--- src/design/pcp_pkg.sv ---
// Package for the packed component pool: sizes, request and status codes,
// and the result record. No dependencies.
package pcp_pkg;
    localparam int POOL_DEPTH   = 64;
    localparam int ENTITY_LIMIT = 1024;
    localparam int WORD_BITS    = 64;
    localparam int SLOT_W       = $clog2(POOL_DEPTH);
    localparam int COUNT_W      = $clog2(POOL_DEPTH + 1);
    localparam int ENT_W        = 10;
    localparam int MAP_W        = SLOT_W + 1;

    typedef enum logic [2:0] {
        REQ_INSERT = 3'd0,
        REQ_REMOVE = 3'd1,
        REQ_READ   = 3'd2,
        REQ_WRITE  = 3'd3,
        REQ_SCAN   = 3'd4
    } req_t;

    typedef enum logic [1:0] {
        ST_OK      = 2'd0,
        ST_ABSENT  = 2'd1,
        ST_FULL    = 2'd2,
        ST_PRESENT = 2'd3
    } status_t;

    typedef struct packed {
        logic [2:0]  req_type;
        logic [9:0]  entity_id;
        logic [63:0] component_word;
    } req_item_t;

    typedef struct packed {
        logic [1:0]  status;
        logic [9:0]  out_entity;
        logic [5:0]  slot_index;
        logic [63:0] out_word;
        logic [6:0]  entry_count;
        logic        last_result;
    } rsp_item_t;
endpackage

--- src/design/pcp_map_clear.sv ---
// Clearing sweep for the entity-to-slot map after reset.
// Depends on pcp_pkg.
module pcp_map_clear (
    input  logic                                    clk,
    input  logic                                    rst_n,
    output logic                                    busy,
    output logic [$clog2(pcp_pkg::ENTITY_LIMIT)-1:0] addr
);
    localparam int AW = $clog2(pcp_pkg::ENTITY_LIMIT);
    logic [AW-1:0] addr_reg;
    logic          busy_reg;

    always_ff @(posedge clk or negedge rst_n)
    begin
        if (!rst_n)
        begin
            addr_reg <= '0;
            busy_reg <= 1'b1;
        end
        else if (busy_reg)
        begin
            addr_reg <= addr_reg + 1'b1;
            if (addr_reg == AW'(pcp_pkg::ENTITY_LIMIT - 1))
            begin
                busy_reg <= 1'b0;
            end
        end
    end

    assign busy = busy_reg;
    assign addr = addr_reg;
endmodule

--- config.mk ---
export PLATFORM = sky130hd
export DESIGN_NAME = pcp_map_clear
export DESIGN_NICKNAME = d
export VERILOG_FILES = /design/src/design/pcp_pkg.sv /design/src/design/pcp_map_clear.sv
export SDC_FILE = /design/constraint.sdc
export NUM_CORES = 1
export LEC_CHECK = 0
export BUFFER_PORTS_ARGS = -buffer_cell sky130_fd_sc_hd__clkbuf_2
export CELL_PAD_IN_SITES_DETAIL_PLACEMENT = 2
export CELL_PAD_IN_SITES_GLOBAL_PLACEMENT = 2
export CORE_UTILIZATION = 31
export DETAILED_ROUTE_END_ITERATION = 7
export GPL_TIMING_DRIVEN = 0
export PLACE_DENSITY = 0.75
export SYNTH_ARGS = -nofsm -noshare
export SYNTH_HDL_FRONTEND = slang
export SYNTH_SLANG_ARGS = --single-unit
export TNS_END_PERCENT = 5
--- constraint.sdc ---
create_clock -name clk -period 1.4 [get_ports clk]
set_input_delay 0.28 -clock clk [delete_from_list [all_inputs] [get_ports clk]]
set_output_delay 0.28 -clock clk [all_outputs]
set_load 0.005 [all_outputs]
==> results_dict.tcl <==
set metrics [dict create \
    synth-seq-area-share 0.5667 \
    setup_viol 0 \
    grt_remaining_overflow 0 \
    synth-async-reset-ratio 1.000 \
    final_nets 59 \
    cp-end-kind "register" \
    synth_simple_gate_area_share 0.1923 \
    grt_pass1_wl_mm 1.814 \
    ios 13 \
    placed_cell_area_um2 566.8 \
    grt_start_max_net_pins 12 \
    leakagePower_uw 0.0003372 \
    wl_per_cell_um 15.41 \
    firstDrtPassIters 2 \
    r2r_end "addr[6]" \
    drc 0 \
    numClockSinks 11 \
    worstMarginPinSlew_ns 0.2862 \
    clockBufferDepth 2 \
    htree_num_levels 1 \
    power_density_nw_per_um2 897.6 \
    stdcell_area_um2 608.1 \
    hold_viol 0 \
    cp.buffers_inverters 1 \
    antenna_found_initial 0 \
    synthMuxAreaShare 0.02308 \
    track_usage 0.1447 \
    cts_tree "yes" \
    dr_total_vias 346 \
    cap_viol_max_count 0 \
    nFillCells 155 \
    final_max_slew_viol_count 0 \
    synthCells 38 \
    critPathTopFamily "flip-flops" \
    r2r_slack_ns 0.11 \
    synthFlopType "dfrtp_1" \
    die_h_um 41.68 \
    largest_reg_flops 10 \
    fmax_mhz 772.4 \
    syn_area_per_cell_um2 12.84 \
    initial_utilization 0.3529 \
    layout-drive-gt1-share 0.4182 \
    fin_tns_setup_ns 0 \
    crit_arrival_ns 1.46 \
    path_cells "clkbuf_4 > and3_1 > nand4_1 > xnor2_1" \
    n_antenna_cell 0 \
    hp-class "input pin to async pin" \
    rsz0062_at_grt "false" \
    skew_ns 0.003706 \
    clkTransAtPathRegs_ns 0.07 \
    path_max_fanout 7 \
    final_util 0.4398 \
    drt_iter0_drc 2 \
    reg2regPathDepth 4 \
    cts_root_buf "clkbuf_4" \
    syn-num-nets 41 \
    status "completed" \
    ys_ff_latch 11 \
    maxSlewHeadroom 0.8092 \
    grt_pass1_vias 392 \
    via_per_inst 4.943 \
    finalWorstSetupSlack_ns 0.1053 \
    synth_area_um2 488.0 \
    ir_drop_mv 0.4924 \
    finalCritPeriodShare 0.9248 \
    post-cts-setup-buffers 0 \
    die_area_um2 1737 \
    critPathSlowestCell "dfstp_2" \
    portBuffers 12 \
    yosysWarnings 0 \
    core_um2 1383 \
    reg2reg_from "busy" \
    cp-start-kind "register" \
    ant_nets 0 \
    rows 13 \
    synthToLayoutAreaGrowth_pct 24.62 \
    required_ns 1.57 \
    crit_type "register to register" \
    routabilityCongestion 0.7451 \
    cts_made_buffers 3 \
    min_period_ns 1.295 \
    yosys.area_share.adder 0.02564 \
    clock_latency_ns 0.28 \
    pre_cts_slack_ns 0.06757 \
    synth_cell_types 16 \
    synth-edff-count 0 \
    dieWidth_um 41.68 \
    synth_top_family_by_area "simple AND/OR/NAND/NOR gates" \
    synth_xor_area_frac 0.1615 \
    critPathMaxStageDelay_ns 0.54 \
    wl_mm 1.079 \
    synth-compound-area-share 0.02051 \
]
-- layout make-up --
type                       instances  area, µm²  area share
clock buffer                       4      26.28     0.04321
timing repair buffer              13      70.07      0.1152
buffer                             1      7.507     0.01235
sequential                        11      276.5      0.4547
tap                               15      18.77     0.03086
multi-input combinational         26      209.0      0.3436
-- metal layers --
layer,track usage,part of all wire,routed length [µm],vias up
met2,0.2469,0.51,555,11
met1,0.1511,0.41,438,172
met5,0,0,0,-
met4,0.03871,0.013,14,0
met3,0.08261,0.065,70,2
li1,-,-,-,161
-- repair_timing --
item                                   in CTS  in global routing
resized for setup                           0                  3
setup endpoints to repair                   0                  2
endpoints found under the hold margin      10                  0
hold buffers                                1                  0
-- synthesized netlist by cell type, types with 2 or more instances --
master | instances | area (µm²)
xor2_1 | 5 | 43.79
nand4_1 | 2 | 12.51
xnor2_1 | 4 | 35.03
nand2_1 | 4 | 15.01
dfrtp_1 | 10 | 250.2
nor2_1 | 3 | 11.26
-- power by group --
part / switching, µW / internal, µW / leakage (µW)
clock network: 108 / 111 / 0.0000150
logic: 6.44 / 2.79 / 0.000172
registers: 0 / 318 / 0.000150
total: 115 / 431 / 0.000337
-- worst max-delay path by stage --
stage / from / to / slack (ns) / depth (start not counted)
6_report: busy / addr[6] / 0.11 / 4
3_3_place_gp: busy / addr[6] / 0.11 / 4
2_1_floorplan: busy / addr[6] / 0.16 / 4
5_1_grt: busy / addr[6] / 0.02 / 4
3_5_place_dp: busy / addr[6] / 0.07 / 4
4_1_cts: busy / addr[6] / 0.06 / 4
-- worst register-to-register path, cell delays in order (launching register included) --
cell and delay, ns:
dfstp_2 0.54, clkbuf_4 0.19, and3_1 0.19, nand4_1 0.12, xnor2_1 0.15
-- logic make-up (layout without fill, tap and decap cells) --
kind of cell    Yosys count  in the layout
compound gates            1              1
flops                    11             11
simple gates             14             14
mux                       1              1
xor+xnor                  9              9
buf+inv                   1             18
fa+ha+maj                 1              1
-- cells in the final DEF, fill, tap and decap left out, types with 2 or more instances in the layout --
master	synthesis	layout
clkbuf_2	1	12
clkbuf_4	0	4
dfrtp_1	10	10
nand2_1	4	4
nand4_1	2	2
nor2_1	3	3
xnor2_1	4	4
xor2_1	5	5
-- per-stage QoR --
step           hold slack [ns]  power (µW)  std cells
3_3_place_gp            0.1599       330.7         65
5_1_grt                 0.4159       573.1         70
6_report                0.4085       545.8         70
2_1_floorplan         -0.01559       323.9         38
4_1_cts                 0.4138       553.7         70
3_5_place_dp            0.1706       331.3         65
(Power assumes the default switching activity.)
