**src/design/pcp_ram.sv**
```systemverilog
// Generic single-port-write, single-read RAM with registered read data.
// No dependencies.
module pcp_ram #(
    parameter int WIDTH = 8,
    parameter int DEPTH = 16
) (
    input  logic                     clk,
    input  logic                     we,
    input  logic [$clog2(DEPTH)-1:0] waddr,
    input  logic [WIDTH-1:0]         wdata,
    input  logic [$clog2(DEPTH)-1:0] raddr,
    output logic [WIDTH-1:0]         rdata
);
    logic [WIDTH-1:0] mem [DEPTH];

    always_ff @(posedge clk)
    begin
        if (we)
        begin
            mem[waddr] <= wdata;
        end
        rdata <= mem[raddr];
    end
endmodule

```
**config.mk**
```make
export PLATFORM = sky130hd
export DESIGN_NAME = pcp_ram
export DESIGN_NICKNAME = d
export VERILOG_FILES = /design/src/design/pcp_ram.sv
export SDC_FILE = /design/constraint.sdc
export NUM_CORES = 1
export LEC_CHECK = 0
export BUFFER_PORTS_ARGS = -buffer_cell sky130_fd_sc_hd__clkbuf_2
export CORE_MARGIN = 1.5
export CORE_UTILIZATION = 30
export CTS_CLUSTER_DIAMETER = 60
export DETAILED_ROUTE_END_ITERATION = 6
export PLACE_DENSITY = 0.53
export SLEW_MARGIN = 0
export SYNTH_ARGS = -nofsm -noshare
export SYNTH_HDL_FRONTEND = slang
export SYNTH_SLANG_ARGS = --single-unit
export TNS_END_PERCENT = 30
```
**constraint.sdc**
```tcl
create_clock -name clk -period 5.23 [get_ports clk]
set_clock_uncertainty 0.2 [all_clocks]
set_input_delay 0 -clock clk [delete_from_list [all_inputs] [get_ports clk]]
set_output_delay 0 -clock clk [all_outputs]
set_load 0.03 [all_outputs]
```
==> results of run 1 <==
how the worst max path moves through the flow:
stage,end,slack [ns],cells after the start
global route,mem[0][6],3.25,3
floorplan,mem[0][0],3.54,2
CTS,mem[13][6],3.33,4
finish,mem[13][6],3.37,4
global placement,rdata[2],3.18,5
detailed placement,mem[0][7],3.06,3
layout by cell type (no fill, tap or decap):
cell and count:
edfxtp_1 128, clkbuf_2 25, mux4_2 18, clkbuf_16 17
a22oi_1 16, mux4_1 14, nor2_1 13, dlygate4sd3_1 11
nand2_1 9, clkbuf_1 8, dfxtp_1 8, nor3_1 4
buf_4 4, clkinv_2 3, nand3b_1 2, nand2b_1 2
clkbuf_8 2, nor2b_1 1, and2_1 1, and2b_1 1
nand3_1 1, or3b_2 1, bufinv_16 1
sequential cells by signal, indices dropped and copies added (netlist names):
name,count
rdata,8
mem,128
cell type report:
class	count	area (um2)	share of cell area, %
clock buffers	27	483	7.88
clock inverters	4	45.0	0.735
multi-input cells	83	1060	17.2
flip-flops and latches	136	4000	65.3
well taps	220	275	4.49
repair buffers	40	265	4.33
logic make-up (layout without fill, tap and decap cells):
kind of cell | count (synthesis) | count (layout) | synth area share, %
flops | 136 | 136 | 77.8
buf+inv | 10 | 71 | 1.68
simple gates | 35 | 35 | 3.18
mux | 32 | 32 | 15.0
compound gates | 16 | 16 | 2.33
layer usage:
layer,vias up,track usage [%]
met3,9,3.10
met4,0,4.17
met2,57,18.2
met5,-,0
li1,1071,-
met1,1273,17.4
what timing repair did:
action	in CTS	in global routing
hold buffers	11	0
hold endpoints to repair	155	0
setup buffers	0	0
metrics by stage:
step	utilization, %	hold slack, ns	area, um2
6_report	36.7	0.0135	6130
5_1_grt	36.7	0.0758	6130
4_1_cts	36.7	0.0140	6130
3_5_place_dp	32.9	0.235	5490
3_3_place_gp	32.9	0.209	5490
2_1_floorplan	-	-0.101	5150
power groups by stage:
stage	registers [mW]	logic (mW)	clock network [mW]
2_1_floorplan	1.26	0.0619	0
3_3_place_gp	1.25	0.121	0
3_5_place_dp	1.25	0.123	0
4_1_cts	1.23	0.130	1.09
5_1_grt	1.23	0.139	1.14
6_report	1.23	0.127	1.08
tightest hold or removal path: stages:
cell and delay [ns]:
clkbuf_2 0.13, nor2_1 0.16, a22oi_1 0.21, nand2_1 0.07
==> results.cfg, run 1 <==
[outcome]
outcome = complete, no violations

[worst_setup_path]
crit_family = simple AND/OR/NAND/NOR gates
path_cells = dlygate4sd3_1 -> clkbuf_2 -> nand2b_1 -> nor2_1
path_buf_inv = 2
end_kind = register
startpoint_type = input pin
path_class = input pin to register
timing.rr.end = rdata[2]
worstPathArrival_ns = 1.69
rr_startpoint = mem[0][2]
startpoint = waddr[1]
cp_max_fo = 8
worst_path_largest_cell_delay_ns = 0.75
r2r_setup_slack_ns = 3.59
cp_slowest_cell = nor2_1
cp_data_required_time_ns = 5.06
ff2ff_path_depth = 3

[synth]
syn-cell-area_um2 = 5150
ys_top_cells_by_count = 128 x edfxtp_1, 18 x mux4_2, 16 x a22oi_1
syn_area_per_cell_um2 = 22.5
syn_inst = 229
async_reset_ff_share_pct = 0
ys.flop_type = edfxtp_1
synth_edf_count = 128
yosys_warnings = 0
ys_types = 19
synth.area.top_cells = edfxtp_1 75%, mux4_2 7.9%, mux4_1 7.1%
synth_top_cell_by_area = edfxtp_1
synth_most_common_cell = edfxtp_1
ys_seq_area_share_pct = 77.8
yosys.area.top_type_share_pct = 74.7
synth.ff_latch_count = 136
syn_nets = 247

[finish]
area.growth.synth_to_final_pct = 19.1
antenna_cells = 0
final_cells = 510
nFillCells = 1545
final_nets = 296
drive_gt1_share_pct = 24.5

[route]
wl_met2_mm = 4.68
via_per_inst = 4.73
route.detailed.drc = 0
drt-wirelength-per-cell_um = 19.9
first_pass_iters = 4
highest_layer = met4
wl_met3_um = 380
antenna_left = 0
wl_met1_mm = 4.95
num_vias = 2410
drt_iter0_drc = 180
finalWirelength_mm = 10.1

[floorplanning]
initial_utilization_pct = 30.8
die_area_um2 = 18000
die_y_um = 134
die_w_um = 134
io_pins = 26
rows = 47
core_area_um2 = 16700

[cts]
clk_pin_slew_ns = 0.05
ctsResizeCount = 0
clock-sinks = 136
cts_htree_levels = 4
cts_tree = built
cts_root_buf = clkbuf_16
clk_latency_ns = 0.41
cts_buffer_depth = 2
numCtsBuffers = 17

[timing]
relSlewSlack_pct = 22.1
worst_pin_slew_ns = 1.16
rsz0062_at_grt = false
maxClockFrequency_mhz = 537
hold_violations = 0
fin_ws_ns = 3.37
fin_crit_ns = 1.86
tns_ns = 0
setup_violations = 0
slew_violations = 0
period_share_pct = 35.6

[min_path]
hold_class = input pin to register
hold_path_end = rdata[4]
whs_path_depth = 4
hp-start = raddr[2]

[placement]
dp_cells = 468
pre_cts_slack_ns = 3.06
dp_hpwl_mm = 6.32
port_buffers = 25
gp_congestion = 0.775

[global_route]
grt-ovfl-total = 0
antenna_found_initial = 0
grt_max_degree = 33
first_global_vias = 2516
grt_usage_pct = 12.2
grt_pass1_wl_mm = 15.5

[power_and_ir_drop]
swShare_pct = 20.1
p_per_area_nw_per_um2 = 397
power_mw = 2.43
power.internal_mw = 1.94
cellLeakagePower_nw = 2.03
ir_worst_vdd_v = 0.000216
p_sw_mw = 0.488
pwr-share-clk_pct = 44.3
comb_power_share_pct = 5.2
p_seq_share_pct = 50.5

[job]
drv_cap = 0
No activity file was read; power rests on OpenSTA's default activity.
==> inputs of run 2 (changes only) <==
ABC_AREA = 1   (was unset)
PLACE_DENSITY = 0.54   (was 0.53)
clock period = 1.6 ns   (was 5.23 ns; I/O delays follow)
==> run 2 against run 1 <==
  * Cell count is 68% higher
  * Combinational power grew to 4.3 times the previous value
  * Setup slack got worse by 3.2 ns
  * Global-route usage increased by 1.8 points
  * Largest cell class unchanged
  * Sequential power grew to 3.3 times the previous value
  * Synthesized cell count rose by 140%
==> results.cfg, run 2 <==
[outcome]
outcome = complete, no violations

[power_and_ir_drop]
cellLeakagePower_nw = 2.96
ir_worst_vdd_v = 0.000674
p_per_area_nw_per_um2 = 1180
p_sw_mw = 1.85
pwr-share-clk_pct = 43.8
power.internal_mw = 6.27
p_seq_share_pct = 49.4
swShare_pct = 22.7
comb_power_share_pct = 6.7

[placement]
port_buffers = 25
gp_congestion = 0.774
dp_hpwl_mm = 8.09
dp_cells = 811

[global_route]
grt_usage_pct = 14.0
antenna_found_initial = 0
met3_usage_pct = 2.90
grt_pass1_wl_mm = 20.5
top_usage_layer = met2
first_global_vias = 3721
grt_max_degree = 65
met1_usage_pct = 17.8
met2_usage_pct = 23.4
grt-ovfl-total = 0

[finish]
final_common_cell = nand2_1
antenna_cells = 0
area.growth.synth_to_final_pct = 19.7
largest_register = mem
reg_top3 = mem: 128 flops, rdata: 8 flops
drive_gt1_share_pct = 12.7
final_nets = 626
largest_reg_flops = 128
final_cell_mix = 173 x nand2_1, 128 x edfxtp_1, 100 x inv_1
final_cells = 855
nFillCells = 1840

[route]
first_pass_iters = 4
drt_iter0_drc = 294
route.detailed.drc = 0
via_per_inst = 4.38
num_vias = 3745
drt-wirelength-per-cell_um = 15.4
antenna_left = 0
finalWirelength_mm = 13.2

[floorplanning]
core_area_um2 = 18800
die_area_um2 = 20100
io_pins = 26
rows = 50
die_w_um = 142
die_y_um = 142
initial_utilization_pct = 30.7

[cts]
clock-sinks = 136
cts_root_buf = clkbuf_16
cts_buffer_depth = 2
cts_tree = built
ctsResizeCount = 0
clk_pin_slew_ns = 0.06
clk_latency_ns = 0.41
cts_htree_levels = 4
numCtsBuffers = 17
cts_setup_buffers = 0

[min_path]
hp-start = waddr[0]
hold_class = input pin to register

[worst_setup_path]
cp_max_fo = 19
startpoint_type = input pin
cp_data_required_time_ns = 1.75
startpoint = raddr[1]
worstPathArrival_ns = 1.54
path_class = input pin to register
rr_startpoint = mem[0][7]
end_kind = register

[timing]
tns_ns = 0
fin_crit_ns = 1.39
rsz0062_at_grt = false
maxClockFrequency_mhz = 721
setup_violations = 0
slew_violations = 0
period_share_pct = 86.6
relSlewSlack_pct = 75.9
worst_pin_slew_ns = 0.361
hold_violations = 0

[synth]
synth.area.top_cells = edfxtp_1 67%, nand2_1 11%, nand3_1 8.4%
synth_top_family_by_area = simple AND/OR/NAND/NOR gates
syn-cell-area_um2 = 5770
synth.ff_latch_count = 136
synth_xor_area_share_pct = 0
synth_top_cell_by_area = edfxtp_1
synth_most_common_cell = nand2_1
syn_inst = 551
muxShareOfSynthArea_pct = 0
yosys_warnings = 0
ys_seq_area_share_pct = 69.4
synth_edf_count = 128
async_reset_ff_share_pct = 0
synth_compound_area_share_pct = 0
ys_types = 12
yosys.area_share.simple_pct = 21.0
ys.flop_type = edfxtp_1
syn_nets = 569
yosys.area.top_type_share_pct = 66.7
synthAdderAreaFrac_pct = 0
syn_area_per_cell_um2 = 10.5
ys_top_cells_by_count = 173 x nand2_1, 128 x edfxtp_1, 100 x inv_1

[job]
drv_cap = 0
run 2: changes by cell type in the layout (fill, tap and decap cells not counted), sizes merged, moves of 5 or more:
cell | previous run | this run
nand2 | 9 | 173
mux4 | 32 | 0
inv | 0 | 103
a22oi | 16 | 0
clkinvlp | 0 | 5
clkbuf | 52 | 44
nand3 | 1 | 97
buf | 4 | 25
run 2: metrics by stage:
stage / utilization [%] / cell area, um2 / power, mW / hold slack [ns] / worst slack, ns
floorplan: - / 5770 / 4.40 / -0.101 / 0.449
global placement: 33.3 / 6240 / 4.61 / 0.223 / 0.333
detailed placement: 33.3 / 6240 / 4.62 / 0.229 / 0.316
CTS: 36.8 / 6900 / 8.18 / 0.0153 / 0.181
global route: 36.8 / 6900 / 8.37 / 0.0459 / 0.0972
finish: 36.8 / 6900 / 8.12 / 0.0329 / 0.214
run 2: cell families (layout without fill, tap and decap cells):
kind of cell | after synthesis | count (layout)
AND/OR/NAND/NOR | 289 | 289
flip-flops | 136 | 136
buffers and inverters | 126 | 196
run 2: worst paths after layout:
check	end	slack, ns	depth (start not counted)
worst max register to register	rdata[7]	0.43	6
worst max-delay path	rdata[0]	0.21	8
worst min-delay path	mem[3][5]	0.03	4
worst min register to register	rdata[7]	0.46	6
run 2: area by class of cell:
cell class	instances	area (um2)	share of cell area [%]
Clock buffer	19	433	6.27
Clock inverter	13	106	1.54
Inverter	102	383	5.55
Multi-Input combinational cell	289	1210	17.6
Sequential cell	136	4000	58.0
Tap cell	234	293	4.24
Timing Repair Buffer	62	470	6.82
run 2: critical path, stage by stage:
cell and delay (ns):
dlygate4sd3_1 0.53, clkbuf_2 0.13, inv_2 0.15, buf_4 0.30, nand3_1 0.12, nand3_1 0.10
nand3_1 0.12, nand2_1 0.08
run 2: what timing repair did:
action	CTS	global route
hold buffers	12	0
hold endpoints to repair	136	0
setup endpoints to repair	0	0
run 2: per-layer routing:
| layer | wire length [um] | share of wire [%] |
|---|---|---|
| met1 | 6080 | 46 |
| met2 | 6560 | 50 |
| met3 | 398 | 3.0 |
| met4 | 144 | 1.1 |
| met5 | 0 | 0 |
run 2: power groups by stage:
stage	registers, mW	clock network [mW]	logic [mW]
6_report	4.01	3.56	0.548
5_1_grt	4.02	3.74	0.612
4_1_cts	4.02	3.60	0.559
3_5_place_dp	4.09	0	0.533
3_3_place_gp	4.09	0	0.524
2_1_floorplan	4.12	0	0.281
==> inputs of run 3 (changes only) <==
MAX_ROUTING_LAYER = met4   (was unset)
PLACE_DENSITY = 0.53   (was 0.54)
clock period = 1.41 ns   (was 1.6 ns; I/O delays follow)
==> run 3 against run 2 <==
  * Flip-flop and latch count unchanged
  * Cell count up 0.12%
  * Critical path depth down 1
  * Total power up 20%
  * Critical path type unchanged
  * Highest routed layer unchanged
==> results.cfg, run 3 (same netlist as run 2, synthesis figures left out) <==
[finish]
final_nets = 627
area.growth.synth_to_final_pct = 21.3
largest_register = mem
fin_util_pct = 37.3
reg_top3 = mem: 128 flops, rdata: 8 flops
drive_gt1_share_pct = 13.8
largest_reg_flops = 128
antenna_cells = 0
final_cell_mix = 173 x nand2_1, 128 x edfxtp_1, 100 x inv_1
fin_area_um2 = 6990
final_common_cell = nand2_1

[cts]
clock-sinks = 136
clk_latency_ns = 0.42
numCtsBuffers = 17
cts_root_buf = clkbuf_16
cts_buffer_depth = 2
cts_htree_levels = 4
ctsResizeCount = 0
clk_pin_slew_ns = 0.06
cts_tree = built

[worst_setup_path]
end_kind = register
path_class = input pin to register
startpoint = raddr[2]
startpoint_type = input pin
rr_startpoint = mem[7][5]
timing.rr.end = rdata[5]
worstSetupEndpoint = rdata[5]
r2r_setup_slack_ns = 0.15
cp_data_required_time_ns = 1.52
worstPathArrival_ns = 1.45
ff2ff_path_depth = 6
cp_max_fo = 16

[floorplanning]
io_pins = 26
die_y_um = 142
core_area_um2 = 18800
initial_utilization_pct = 30.7
die_w_um = 142
die_area_um2 = 20100
rows = 50

[timing]
period_share_pct = 94.9
slew_violations = 0
hold_violations = 0
tns_ns = 0
worst_pin_slew_ns = 0.400
rsz0062_at_grt = false
setup_violations = 0
fin_ws_ns = 0.0721
fin_crit_ns = 1.34
relSlewSlack_pct = 73.3
maxClockFrequency_mhz = 747

[route]
drt_iter0_drc = 303
route.detailed.drc = 0
drt-wirelength-per-cell_um = 15.5
finalWirelength_mm = 13.3
antenna_left = 0
via_per_inst = 4.50
first_pass_iters = 5
num_vias = 3856

[power_and_ir_drop]
cellLeakagePower_nw = 3.01
ir_worst_vdd_v = 0.000822
p_per_area_nw_per_um2 = 1400
power_mw = 9.76

[global_route]
grt_pass1_wl_mm = 20.9
first_global_vias = 3818
grt_usage_pct = 14.8
grt_max_degree = 65
antenna_found_initial = 0
grt-ovfl-total = 0

[placement]
gp_congestion = 0.810
placed_area_um2 = 6260
pre_cts_slack_ns = 0.111
dp_hpwl_mm = 8.42
port_buffers = 25

[job]
drv_cap = 0

[outcome]
outcome = complete, no violations

[min_path]
hold_class = input pin to register
-- run 3: cell count changes in the layout (fill, tap and decap cells not counted), sizes merged --
cell         before  now
dlygate4sd3      12   11
clkinvlp          5    6
buf              25   27
inv             103  102
bufinv            1    3
clkbuf           44   46
clkinv            6    2
-- run 3: area by class of cell --
class,count,area (um2)
well taps,234,293
fillers,1830,11800
clock buffers,21,480
repair buffers,63,475
multi-input cells,289,1210
clock inverters,11,145
flip-flops and latches,136,4000
inverters,102,383
-- run 3: what timing repair did --
| item | in CTS | in global routing |
|---|---|---|
| hold buffers | 11 | 0 |
| endpoints found under the setup margin | 0 | 0 |
| buffers inserted | 0 | 0 |
| hold endpoints to repair | 136 | 0 |
-- run 3: through the flow --
stage / hold WS [ns] / std cells
2_1_floorplan: -0.101 / 551
3_3_place_gp: 0.244 / 813
3_5_place_dp: 0.245 / 813
4_1_cts: 0.00105 / 856
5_1_grt: 0.0199 / 856
6_report: 0.00932 / 856
-- run 3: worst max-delay path, cell delays in order --
cell and delay, ns:
dlygate4sd3_1 0.53, clkbuf_2 0.21, inv_1 0.09, buf_4 0.25
nand3_1 0.11, nand3_1 0.16, nand2_1 0.09
-- run 3: worst min path at each step --
| stage | cells after the start | end | slack, ns | from |
|---|---|---|---|---|
| final | 4 | mem[0][5] | 0.009 | we |
| after global routing | 4 | mem[0][5] | 0.02 | we |
| after CTS | 4 | mem[0][5] | 0.001 | we |
| after detailed placement | 1 | rdata[0] | 0.24 | rdata[0] |
| after global placement | 1 | rdata[4] | 0.24 | rdata[4] |
| after floorplan | 0 | mem[0][0] | -0.10 | wdata[0] |
-- run 3: where the power goes --
group	total, mW	switching (mW)	internal (mW)
clock	4.57	1.62	2.96
sequential	4.55	0.0272	4.52
combinational	0.641	0.442	0.199
-- run 3: layer usage --
metal	track usage [%]	up-vias	routed length, um
met5	-	-	0
met4	7.27	0	372
met3	3.27	27	743
met2	23.5	97	6470
met1	18.0	1844	5690
li1	-	1888	-
